`src/linear_blend_vertex_skinning_core_defines.svh`:
```
// Assertion macros shared by the skinning core RTL.
`ifndef LINEAR_BLEND_VERTEX_SKINNING_CORE_DEFINES_SVH
`define LINEAR_BLEND_VERTEX_SKINNING_CORE_DEFINES_SVH
`ifndef NO_ASSERTIONS
`define LBVS_ASSERT(lbl, clk, rst_n, prop, msg) \
  lbl: assert property (@(posedge clk) disable iff (!rst_n) prop) else $error(msg);
`define LBVS_ASSERT_NEXT(lbl, clk, rst_n, ante, cons, msg) \
  lbl: assert property (@(posedge clk) disable iff (!rst_n) (ante) |=> (cons)) else $error(msg);
`else
`define LBVS_ASSERT(lbl, clk, rst_n, prop, msg)
`define LBVS_ASSERT_NEXT(lbl, clk, rst_n, ante, cons, msg)
`endif
`endif

```
`src/lbvs_ram.sv`:
```
`default_nettype none
module lbvs_ram #(
  parameter int unsigned WIDTH = 32,
  parameter int unsigned DEPTH = 16
) (
  input  wire logic                                     clk_i,
  input  wire logic                                     we_i,
  input  wire logic [((DEPTH > 1) ? $clog2(DEPTH) : 1)-1:0] addr_i,
  input  wire logic [WIDTH-1:0]                         wdata_i,
  output logic [WIDTH-1:0]                              rdata_o
);
  logic [WIDTH-1:0] mem_q [DEPTH];
  logic [WIDTH-1:0] rdata_q;

  always_ff @(posedge clk_i) begin
    if (we_i) begin
      mem_q[addr_i] <= wdata_i;
    end
    rdata_q <= mem_q[addr_i];
  end

  assign rdata_o = rdata_q;
endmodule
`default_nettype wire

```
`config.mk`:
```
export PLATFORM = sky130hd
export DESIGN_NAME = lbvs_ram
export DESIGN_NICKNAME = d
export VERILOG_FILES = /design/src/linear_blend_vertex_skinning_core_defines.svh /design/src/lbvs_ram.sv
export SDC_FILE = /design/constraint.sdc
export NUM_CORES = 1
export LEC_CHECK = 0
export BUFFER_PORTS_ARGS = -buffer_cell sky130_fd_sc_hd__buf_2
export CAP_MARGIN = 20
export CORE_MARGIN = 3
export CORE_UTILIZATION = 31
export DETAILED_ROUTE_END_ITERATION = 16
export PLACE_DENSITY_LB_ADDON = 0.08
export SETUP_SLACK_MARGIN = 0.1
export SYNTH_ARGS = -nofsm -noshare
export SYNTH_HDL_FRONTEND = slang
export SYNTH_SLANG_ARGS = --single-unit
```
`constraint.sdc`:
```
create_clock -name clk_i -period 3.2 [get_ports clk_i]
set_input_delay 0.16 -clock clk_i [delete_from_list [all_inputs] [get_ports clk_i]]
set_output_delay 0.16 -clock clk_i [all_outputs]
set_load 0.01 [all_outputs]
```
==> key figures, run 1 <==
Place
  • RD Place Congestion: 0.6713
  • Placed insts: 1744
  • HPWL after detailed placement: 25.48 mm
  • Count of input and output buffers: 69

Setup path
  • CP Launch Type: input pin
  • Endpoint class of the critical path: register
  • Critical-path top delay cell: nor3_2
  • Max Fanout on Critical Path: 26
  • Number of buffer and inverter stages on the critical path: 2
  • Cell class contributing the biggest share of worst-path delay: simple AND/OR/NAND/NOR gates
  • Cell chain of the critical path: buf_2 -> nand3b_1 -> nor3_2 -> buf_4
  • Worst Path Required: 3440 ps
  • Crit-path max cell delay: 590 ps
  • Arrival time at the worst endpoint: 1760 ps
  • Start-to-end type of the worst setup path: in -> reg

Floorplan
  • Floorplan die area: 0.06715 sq mm
  • Number of I/O pins: 70
  • Floorplan Core Area: 0.06320 sq mm
  • Initial core utilization: 31.43%
  • Horiz. Die Dim: 259.1 um
  • Die Height: 259.1 um
  • Standard-cell rows: 92

Yosys
  • Number of warning messages in the yosys log: 0
  • Proportion of synthesized chip area in sequential cells: 80.63%
  • Number of nets in the synthesized netlist: 878
  • Synthesized-area fraction occupied by adder cells: 0%
  • Post-synthesis sequential element count: 544
  • Mux cell area share after synthesis: 14.51%
  • Fraction of synthesized cell area in xor and xnor cells: 0%
  • Number of distinct standard cells referenced by the synthesized netlist: 17
  • Simple-gate area share of the yosys netlist: 1.272%
  • Post-synth design cell area: 0.01986 sq mm
  • Fraction of the mapped netlist area in compound gates: 2.419%
  • Number of instances in the synthesized netlist: 840
  • Combinational family with the most area after synthesis: multiplexers
  • Average cell area after synthesis: 23.65 sq um

Run
  • Max-capacitance violation count: 0

Route
  • Pre-antenna DRT Iters: 5
  • Average wire per standard cell: 26.27 um
  • Count of unresolved DRC violations after routing: 0
  • Total number of vias: 9148
  • Antenna Violating Nets Remaining: 0
  • Number of DRC markers in iteration 0: 635
  • Post-DR vias/cell: 4.856
  • Overall routed net length: 49.49 mm

Clock network
  • TritonCTS Sinks: 544
  • Setup Buffers After CTS: 0
  • Clk root buf: clkbuf_16
  • Post-CTS sizing: 0
  • CTS H-tree depth: 2
  • TritonCTS buffer count: 58
  • TritonCTS clock tree: yes
  • Register clock-pin slew on the reported worst setup and hold paths: 60 ps
  • Worst skew pair latency: 610 ps
  • Maximum clock insertion buffer count: 3

Finish
  • Post-Layout Cell Count: 1884
  • Nets: 1028
  • Fill count: 5750
  • Share of cells above drive strength 1: 32.11%
  • Area added between synthesis and finish: 19.73%
  • End-of-flow core utilization: 37.63%
  • Multi-input combinational cell area: 0.003750 sq mm
  • Total area of sequential cells: 0.01602 sq mm

Global routing
  • Pin count of the biggest net entering global routing: 105
  • Total GRT Usage: 15.06%
  • Vias in the first global route: 9978
  • Global route total overflow: 0
  • Wire length of the first global-routing pass: 72.28 mm
  • Antenna violations before repair: 1

STA
  • Final Hold Vio Count: 0
  • Post-route clock skew: 13.45 ps
  • Achievable frequency: 0.6574 GHz
  • Setup repair after global routing missed its margin: no
  • Setup tns final: 0 ps
  • Setup violators final: 0
  • Worst Hold Slack: 119.0 ps
  • Time the final worst path needs with I/O delays and setup: 1521 ps
  • Max-slew violations: 0
  • Portion of the clock cycle consumed by the worst path in the final layout: 47.54%
  • Slew headroom: 43.68%
  • Actual slew at the worst max-slew pin: 844.8 ps

Power and ir drop
  • Leakage power: 7.573 nW
  • PD cells: 646.0 mW/mm^2
  • Peak supply drop: 0.4079 mV
  • Total power after layout: 0.01536 W

Min path
  • Classification of the worst-slack hold path: in -> reg

Outcome
  • Result of the run: finished, final reports clean
==> state kept, by name (all words and copies together) (netlist names) <==
| name | flops |
|---|---|
| mem_q | 512 |
| rdata_o | 32 |
==> synth_stat cells <==
library cell / number / area share (%)
nand2_1: 33 / 0.62
edfxtp_1: 512 / 77
nand2b_1: 2 / 0.063
dfxtp_1: 32 / 3.2
nand3_1: 1 / 0.025
mux4_2: 128 / 15
buf_4: 1 / 0.038
and2_1: 1 / 0.032
or3b_2: 1 / 0.044
clkbuf_1: 27 / 0.51
nor2_1: 13 / 0.25
buf_6: 6 / 0.34
nor3_1: 4 / 0.10
nand3b_1: 2 / 0.076
a22oi_1: 64 / 2.4
buf_2: 11 / 0.28
nor2b_1: 2 / 0.063
==> cell usage in the layout, fill, tap and decap left out, drive strengths merged <==
cell type and instances:
edfxtp 512, mux4 128, buf 103, clkbuf 85
a22oi 64, nand2 33, dlygate4sd3 32, dfxtp 32
clkinv 14, nor2 13, nor3 4, bufinv 4
inv 3, nor2b 2, nand3b 2, nand2b 2
diode 1, and2 1, nand3 1, or3b 1
clkinvlp 1
==> routing by layer <==
metal	up-vias	track usage, %	wire [um]
li1	3891	-	-
met1	4974	21.57	23030
met2	207	24.10	23590
met3	76	2.263	1919
met4	0	3.993	950
met5	-	0	0
==> worst paths after layout <==
path         cells after the start     startpoint      endpoint  slack [ps]
max reg2reg                      3  mem_q[11][28]   rdata_o[28]        1820
max                              4      addr_i[2]   mem_q[8][9]        1680
min reg2reg                      3  mem_q[14][21]   rdata_o[21]         670
min                              3           we_i  mem_q[8][26]         120
==> kinds of logic (layout without fill, tap and decap cells) <==
group / count (synthesis) / in the layout
DFF: 544 / 544
muxes: 128 / 128
AOI/OAI and AO/OA: 64 / 64
and+or+nand+nor: 59 / 59
buffers and inverters: 45 / 242
other: 0 / 1
==> per-stage QoR <==
| stage | setup slack (ps) | instance area [sq um] |
|---|---|---|
| 5_1_grt | 1561 | 23780 |
| 4_1_cts | 1697 | 23780 |
| 3_3_place_gp | 1029 | 21590 |
| 6_report | 1679 | 23780 |
| 3_5_place_dp | 1039 | 21590 |
| 2_1_floorplan | -201.6 | 19860 |
==> tightest hold or removal path, stage by stage <==
cell and delay (ps):
buf_2 130, nand3b_1 120, nor3_2 120
==> report_power, final <==
part	internal, W	total (W)	switching, W
Combinational	0.000319	0.000772	0.000453
Sequential	0.00797	0.00801	0.0000473
Clock	0.00386	0.00658	0.00271
==> final cells by class <==
| cell class | instances | share of cell area [%] |
|---|---|---|
| antenna | 1 | 0.01052 |
| clock buffer | 85 | 6.908 |
| clock inverter | 22 | 0.9470 |
| multi-input combinational | 251 | 15.77 |
| sequential | 544 | 67.34 |
| tap | 846 | 4.451 |
| timing repair buffer | 135 | 4.572 |
==> timing repair <==
action	4_1_cts	5_1_grt
endpoints found under the hold margin	512	0
setup endpoints to repair	0	0
hold buffers	32	0
Note: power is estimated with default switching activity, not from simulation.
==> inputs of run 2 (changes only) <==
--- a/config.mk
+++ b/config.mk
@@ -5,6 +5,7 @@
 export SDC_FILE = /design/constraint.sdc
 export NUM_CORES = 1
 export LEC_CHECK = 0
+export ABC_AREA = 1
 export BUFFER_PORTS_ARGS = -buffer_cell sky130_fd_sc_hd__buf_2
 export CAP_MARGIN = 20
 export CORE_MARGIN = 3
==> constraint.sdc (replaced) <==
create_clock -name clk_i -period 1.42 [get_ports clk_i]
set_input_delay 0.071 -clock clk_i [delete_from_list [all_inputs] [get_ports clk_i]]
set_output_delay 0.071 -clock clk_i [all_outputs]
set_load 0.01 [all_outputs]
==> run 2 against run 1 <==
  * Register-to-register slack worse by 1400 ps
  * Wire length is 27% higher
  * Clock power grew 130%
  * Sequential share of layout area decreased by 8.0 points
  * Final area grew 13%
  * Synthesized cell count grew to 2.5 times the previous value
  * Global-route usage is 1.8 points higher
  * Core utilization rose by 0.63 points
  * Clock-buffer cell count up 8
  * First-iteration DRC count increased by 29%
  * Combinational power rose to 3.3 times the previous value
  * Largest cell class unchanged
  * Highest routed layer unchanged
==> key figures, run 2 <==
Yosys
  • Number of warning messages in the yosys log: 0 (unchanged)
  • Number of instances in the synthesized netlist: 2113 (was 840)
  • Number of nets in the synthesized netlist: 2151 (was 878)
  • Commonest cells post-synth: nand2_1, edfxtp_1, inv_1, buf_2, dfxtp_1 (was edfxtp_1, mux4_2, a22oi_1, nand2_1, dfxtp_1)
  • Proportion of synthesized chip area in sequential cells: 72.10% (was 80.63%)
  • Predominant post-synthesis flop cell: edfxtp_1 (unchanged)
  • Biggest area contributors in the synthesized netlist: edfxtp_1, nand2_1, dfxtp_1 (was edfxtp_1, mux4_2, dfxtp_1)
  • Post-synth design cell area: 0.02221 sq mm (was 0.01986 sq mm)
  • Number of distinct standard cells referenced by the synthesized netlist: 13 (was 17)
  • Count of flip-flops with a built-in enable after synthesis: 512 (unchanged)
  • Average cell area after synthesis: 10.51 sq um (was 23.65 sq um)
  • Area fraction of the dominant cell type after synthesis: 69.21% (was 77.40%)
  • Fraction of synthesis flops using an asynchronous set or reset pin: 0% (unchanged)
  • Area leader, netlist: edfxtp_1 (unchanged)
  • Most repeated cell in the gate-level netlist after synthesis: nand2_1 (was edfxtp_1)
  • Post-synthesis sequential element count: 544 (unchanged)

Floorplan
  • Standard-cell rows: 97 (was 92)
  • Floorplan die area: 0.07491 sq mm (was 0.06715 sq mm)
  • Number of I/O pins: 70 (unchanged)
  • Die Height: 273.7 um (was 259.1 um)
  • Horiz. Die Dim: 273.7 um (was 259.1 um)
  • Floorplan Core Area: 0.07051 sq mm (was 0.06320 sq mm)
  • Initial core utilization: 31.50% (was 31.43%)

Power and ir drop
  • Leakage power: 11.24 nW (was 7.573 nW)
  • Peak supply drop: 0.9728 mV (was 0.4079 mV)
  • PD cells: 1335 mW/mm^2 (was 646.0 mW/mm^2)

Setup path
  • Worst Path Required: 1350 ps (was 3440 ps)
  • Critical-path top delay cell: dfxtp_2 (was nor3_2)
  • Register-to-register setup slack: 400 ps (was 1820 ps)
  • Reg-to-reg critical path startpoint: mem_q[11][19] (was mem_q[11][28])
  • Cell depth of the worst setup path: 1 (was 4)
  • Cell class contributing the biggest share of worst-path delay: flip-flops (was simple AND/OR/NAND/NOR gates)
  • Start-to-end type of the worst setup path: reg -> out (was in -> reg)
  • Crit-path max cell delay: 390 ps (was 590 ps)
  • Cell chain of the critical path: buf_2 (was buf_2 -> nand3b_1 -> nor3_2 -> buf_4)
  • Max Fanout on Critical Path: 1 (was 26)
  • Critical Path End: rdata_o[30] (was mem_q[8][9])
  • Arrival time at the worst endpoint: 1150 ps (was 1760 ps)
  • Source of the critical timing path: rdata_o[30] (was addr_i[2])
  • Number of buffer and inverter stages on the critical path: 1 (was 2)
  • Endpoint class of the critical path: output port (was register)
  • Path depth of the worst reg2reg path: 8 (was 3)
  • Reg-to-reg critical path endpoint: rdata_o[19] (was rdata_o[28])
  • CP Launch Type: register (was input pin)

Clock network
  • Register clock-pin slew on the reported worst setup and hold paths: 60 ps (about the same)
  • CTS H-tree depth: 2 (unchanged)
  • Maximum clock insertion buffer count: 3 (unchanged)
  • TritonCTS clock tree: yes (unchanged)
  • Worst skew pair latency: 620 ps (was 610 ps)
  • TritonCTS Sinks: 544 (unchanged)
  • Clk root buf: clkbuf_16 (unchanged)
  • Setup Buffers After CTS: 0 (unchanged)
  • TritonCTS buffer count: 61 (was 58)

Route
  • Overall routed net length: 62.75 mm (was 49.49 mm)
  • Number of DRC markers in iteration 0: 816 (was 635)
  • Average wire per standard cell: 19.25 um (was 26.27 um)
  • Met1 wire length: 30.21 mm (was 23.03 mm)
  • Post-DR vias/cell: 4.356 (was 4.856)
  • Count of unresolved DRC violations after routing: 0 (unchanged)
  • Pre-antenna DRT Iters: 5 (unchanged)
  • Top routing layer used: met4 (unchanged)
  • Met2 WL: 29.57 mm (was 23.59 mm)
  • Total number of vias: 14200 (was 9148)
  • Antenna Violating Nets Remaining: 0 (unchanged)
  • Total length of routed met3 wires: 2.000 mm (was 1.919 mm)

STA
  • Setup violators final: 0 (unchanged)
  • Actual slew at the worst max-slew pin: 449.0 ps (was 844.8 ps)
  • Setup tns final: 0 ps (unchanged)
  • Setup WS post-layout: 196.7 ps (was 1679 ps)
  • Portion of the clock cycle consumed by the worst path in the final layout: 86.15%
  • Slew headroom: 70.04% (was 43.68%)
  • Achievable frequency: 0.8175 GHz
  • Time the final worst path needs with I/O delays and setup: 1223 ps
  • Post-route clock skew: 16.09 ps (was 13.45 ps)
  • Setup repair after global routing missed its margin: no (unchanged)
  • Final Hold Vio Count: 0 (unchanged)
  • Worst Hold Slack: 103.3 ps (was 119.0 ps)
  • Max-slew violations: 0 (unchanged)

Outcome
  • Result of the run: finished, final reports clean (unchanged)

Place
  • HPWL after detailed placement: 35.75 mm (was 25.48 mm)
  • Dpl ws: -88.14 ps (was 1039 ps)
  • Count of input and output buffers: 69 (unchanged)
  • RD Place Congestion: 0.7171 (was 0.6713)
  • Cell Area, Placed: 0.02468 sq mm (was 0.02159 sq mm)

Finish
  • Most frequent standard cell in the layout excluding fill and tap cells: nand2_1 (was edfxtp_1)
  • Nets: 2305 (was 1028)
  • Count of inserted antenna diode cells: 0 (was 1)
  • Number of flip-flops in the largest register: 512 (unchanged)
  • Post-route cell area: 0.02698 sq mm (was 0.02378 sq mm)
  • Commonest non-fill, non-tap cells in the layout: nand2_1, edfxtp_1, inv_1, buf_2, clkbuf_16 (was edfxtp_1, mux4_2, buf_2)
  • Share of cells above drive strength 1: 11.98% (was 32.11%)
  • Area added between synthesis and finish: 21.45% (was 19.73%)
  • Register name with the most flops: mem_q (unchanged)

Min path
  • Classification of the worst-slack hold path: in -> reg (unchanged)
  • Cell depth of the worst hold path: 7 (was 3)

Global routing
  • Global route total overflow: 0 (unchanged)
  • Pin count of the biggest net entering global routing: 59 (was 105)
  • Vias in the first global route: 14300 (was 9978)
  • Antenna violations before repair: 1 (unchanged)
  • Total GRT Usage: 16.88% (was 15.06%)
  • Wire length of the first global-routing pass: 94.00 mm (was 72.28 mm)

Run
  • Max-capacitance violation count: 0 (unchanged)
## run 2: cells by family (layout without fill, tap and decap cells)
group | Yosys count | count (layout) | synth area share, %
simple gates | 1400 | 1400 | 23.68
buf+inv | 169 | 376 | 4.224
flops | 544 | 544 | 72.10
## run 2: how the worst min path moves through the flow
stage / start / to / slack, ps
floorplan: wdata_i[0] / mem_q[0][0] / 170
global placement: rdata_o[4] / rdata_o[4] / 470
detailed placement: rdata_o[25] / rdata_o[25] / 460
CTS: addr_i[3] / rdata_o[29] / 70
global route: addr_i[3] / rdata_o[29] / 120
finish: addr_i[3] / rdata_o[29] / 100
## run 2: area by class of cell
cell class                      count  area, sq um
Clock inverter                     23        165.2
Fill cell                        6937        43540
Multi-Input combinational cell   1400         5445
Tap cell                          940         1176
Inverter                           71        276.5
Timing Repair Buffer              189         2088
Clock buffer                       93         1809
Sequential cell                   544        16020
## run 2: worst min-delay path: cells and delay by family
family	cells	cell delay, ps
buf+inv	3	320
simple gates	4	260
## run 2: what timing repair did
action / in CTS / in global routing
endpoints found under the hold margin: 512 / 0
hold buffers: 32 / 0
endpoints found under the setup margin: 2 / 0
resized for setup: 2 / 0
## run 2: routing by layer
metal	vias up	track usage [%]
met5	-	0
met4	0	3.567
met3	66	2.594
met2	190	28.01
met1	6860	23.44
li1	7086	-
## run 2: per-stage QoR
stage	cells	util, %	total power, W
2_1_floorplan	2113	-	0.01973
4_1_cts	3260	38.26	0.03663
3_3_place_gp	3112	35.00	0.02093
3_5_place_dp	3112	35.00	0.02092
6_report	3260	38.26	0.03602
5_1_grt	3260	38.26	0.03748
## run 2: power breakdown
part	total (W)	leakage, nW	internal, W	switching, W
Clock	0.0154	0.979	0.00909	0.00635
Sequential	0.0181	4.89	0.0180	0.000105
Combinational	0.00252	5.37	0.000822	0.00170
==> inputs of run 3 (changes only) <==
--- a/config.mk
+++ b/config.mk
@@ -5,9 +5,7 @@
 export SDC_FILE = /design/constraint.sdc
 export NUM_CORES = 1
 export LEC_CHECK = 0
-export ABC_AREA = 1
 export BUFFER_PORTS_ARGS = -buffer_cell sky130_fd_sc_hd__buf_2
-export CAP_MARGIN = 20
 export CORE_MARGIN = 3
 export CORE_UTILIZATION = 31
 export DETAILED_ROUTE_END_ITERATION = 16
==> run 3 against run 2 <==
  * Sequential power about the same
  * Setup slack worse by 78 ps
  * Die area down 10%
  * Clock power down 6%
  * Non-clock buffer count down 1
  * Wire length down 21%
  * Largest cell class unchanged
  * Critical path type is now reg -> reg
  * Sequential share of layout area up 5.6 points
==> key figures, run 3 (synthesis results as in run 1) <==
Route
  • Pre-antenna DRT Iters: 5 (unchanged)
  • Number of DRC markers in iteration 0: 674 (was 816)
  • Average wire per standard cell: 25.41 um (was 19.25 um)
  • Overall routed net length: 49.26 mm (was 62.75 mm)
  • Count of unresolved DRC violations after routing: 0 (unchanged)
  • Antenna Violating Nets Remaining: 0 (unchanged)
  • Total number of vias: 9298 (was 14200)
  • Post-DR vias/cell: 4.795 (was 4.356)

STA
  • Achievable frequency: 0.7682 GHz (was 0.8175 GHz)
  • Time the final worst path needs with I/O delays and setup: 1302 ps (was 1223 ps)
  • Slew headroom: 50.32% (was 70.04%)
  • Setup repair after global routing missed its margin: yes (was no)
  • Actual slew at the worst max-slew pin: 743.6 ps (was 449.0 ps)
  • Max-slew violations: 0 (unchanged)
  • Portion of the clock cycle consumed by the worst path in the final layout: 91.67% (was 86.15%)
  • Post-route clock skew: 10.39 ps (was 16.09 ps)
  • Final Hold Vio Count: 0 (unchanged)
  • Setup violators final: 0 (unchanged)

Setup path
  • CP Launch Type: register (unchanged)
  • Arrival time at the worst endpoint: 1790 ps (was 1150 ps)
  • Cell chain of the critical path: mux4_2 -> a22oi_2 -> nand2_1 (was buf_2)
  • Critical-path top delay cell: mux4_2 (was dfxtp_2)
  • Worst Path Required: 1910 ps (was 1350 ps)
  • Start-to-end type of the worst setup path: reg -> reg (was reg -> out)
  • Max Fanout on Critical Path: 1 (unchanged)
  • Crit-path max cell delay: 480 ps (was 390 ps)
  • Endpoint class of the critical path: register (was output port)

Clock network
  • Register clock-pin slew on the reported worst setup and hold paths: 60 ps (about the same)
  • Clk root buf: clkbuf_16 (unchanged)
  • CTS H-tree depth: 2 (unchanged)
  • TritonCTS buffer count: 58 (was 61)
  • TritonCTS Sinks: 544 (unchanged)
  • Worst skew pair latency: 610 ps (was 620 ps)
  • TritonCTS clock tree: yes (unchanged)
  • Maximum clock insertion buffer count: 3 (unchanged)

Finish
  • Most frequent standard cell in the layout excluding fill and tap cells: edfxtp_1 (was nand2_1)
  • Register name with the most flops: mem_q (unchanged)
  • Post-Layout Cell Count: 1939 (was 3260)
  • Share of cells above drive strength 1: 37.64% (was 11.98%)
  • Commonest non-fill, non-tap cells in the layout: edfxtp_1, mux4_2, buf_2 (was nand2_1, edfxtp_1, inv_1, buf_2, clkbuf_16)
  • Post-route cell area: 0.02466 sq mm (was 0.02698 sq mm)
  • Area added between synthesis and finish: 24.13% (was 21.45%)
  • Number of flip-flops in the largest register: 512 (unchanged)
  • Nets: 1081 (was 2305)

Floorplan
  • Die Height: 259.1 um (was 273.7 um)
  • Floorplan die area: 0.06715 sq mm (was 0.07491 sq mm)
  • Initial core utilization: 31.43% (was 31.50%)
  • Standard-cell rows: 92 (was 97)
  • Floorplan Core Area: 0.06320 sq mm (was 0.07051 sq mm)
  • Number of I/O pins: 70 (unchanged)
  • Horiz. Die Dim: 259.1 um (was 273.7 um)

Outcome
  • Result of the run: finished, final reports clean (unchanged)

Power and ir drop
  • PD cells: 1395 mW/mm^2 (was 1335 mW/mm^2)
  • Total power after layout: 0.03440 W (was 0.03602 W)
  • Leakage power: 7.963 nW (was 11.24 nW)
  • Peak supply drop: 0.8815 mV (was 0.9728 mV)

Place
  • HPWL after detailed placement: 28.76 mm (was 35.75 mm)
  • Cell Area, Placed: 0.02244 sq mm (was 0.02468 sq mm)
  • Placed insts: 1797 (was 3112)
  • RD Place Congestion: 0.6972 (was 0.7171)
  • Count of input and output buffers: 69 (unchanged)

Global routing
  • Global route total overflow: 0 (unchanged)
  • Total GRT Usage: 14.94% (was 16.88%)
  • Vias in the first global route: 10120 (was 14300)
  • Wire length of the first global-routing pass: 72.14 mm (was 94.00 mm)
  • Pin count of the biggest net entering global routing: 30 (was 59)
  • Antenna violations before repair: 1 (unchanged)

Min path
  • Classification of the worst-slack hold path: in -> reg (unchanged)

Run
  • Max-capacitance violation count: 0 (unchanged)
[run 3: changes by cell type in the layout (fill, tap and decap cells not counted), moves of 15 or more]
cell / change
nand2_1: -1347
mux4_2: +128
inv_1: -67
a22oi_1: +49
buf_12: -17
a22oi_2: +15
buf_4: +15
[run 3: final timing paths]
kind,start,slack (ps),end,cells past startpoint
setup / recovery,mem_q[11][29],120,rdata_o[29],3
hold / removal,addr_i[1],40,rdata_o[18],4
setup reg to reg,mem_q[11][29],120,rdata_o[29],3
hold reg to reg,mem_q[14][11],670,rdata_o[11],3
[run 3: cell type report]
cell class | instances | area (sq um)
fillers | 5631 | 38540
flip-flops and latches | 544 | 16020
multi-input cells | 251 | 3886
clock buffers | 80 | 1605
well taps | 846 | 1059
clock inverters | 29 | 214.0
repair buffers | 188 | 1873
diodes | 1 | 2.502
[run 3: routing by layer]
| layer | vias up | GRT usage (%) | part of all wire, % |
|---|---|---|---|
| met5 | - | 0 | 0 |
| met4 | 0 | 3.492 | 1.9 |
| met3 | 74 | 2.956 | 4.3 |
| met2 | 169 | 24.08 | 48 |
| met1 | 5055 | 20.99 | 46 |
| li1 | 4000 | - | - |
[run 3: per-stage QoR]
step / hold WS [ps] / setup TNS [ps] / utilization [%] / setup WS, ps
global route: 29.64 / 0 / 39.01 / 36.61
global placement: 464.1 / -42670 / 35.50 / -218.1
detailed placement: 464.0 / -39390 / 35.50 / -220.6
floorplan: 169.9 / -73370 / - / -380.3
CTS: 14.92 / 0 / 38.94 / 80.73
finish: 41.61 / 0 / 39.02 / 118.2
[run 3: timing repair]
item / in CTS / in global routing
resized for setup: 7 / 10
pin swaps: 1 / 9
endpoints found under the setup margin: 6 / 12
hold buffers: 32 / 0
hold endpoints to repair: 512 / 0
setup buffers: 0 / 0
[run 3: worst max-delay path, delay by kind of cell (launching register included)]
family / cells / cell delay [ps]
mux: 1 / 480
flops: 1 / 370
compound gates: 1 / 250
simple gates: 1 / 80
[run 3: report_power, final]
group	internal, W	total, W	leakage, nW	switching, W
clock	0.00826	0.0144	0.899	0.00613
combinational	0.000879	0.00195	2.17	0.00108
sequential	0.0180	0.0181	4.89	0.000103
total	0.0271	0.0344	7.96	0.00731
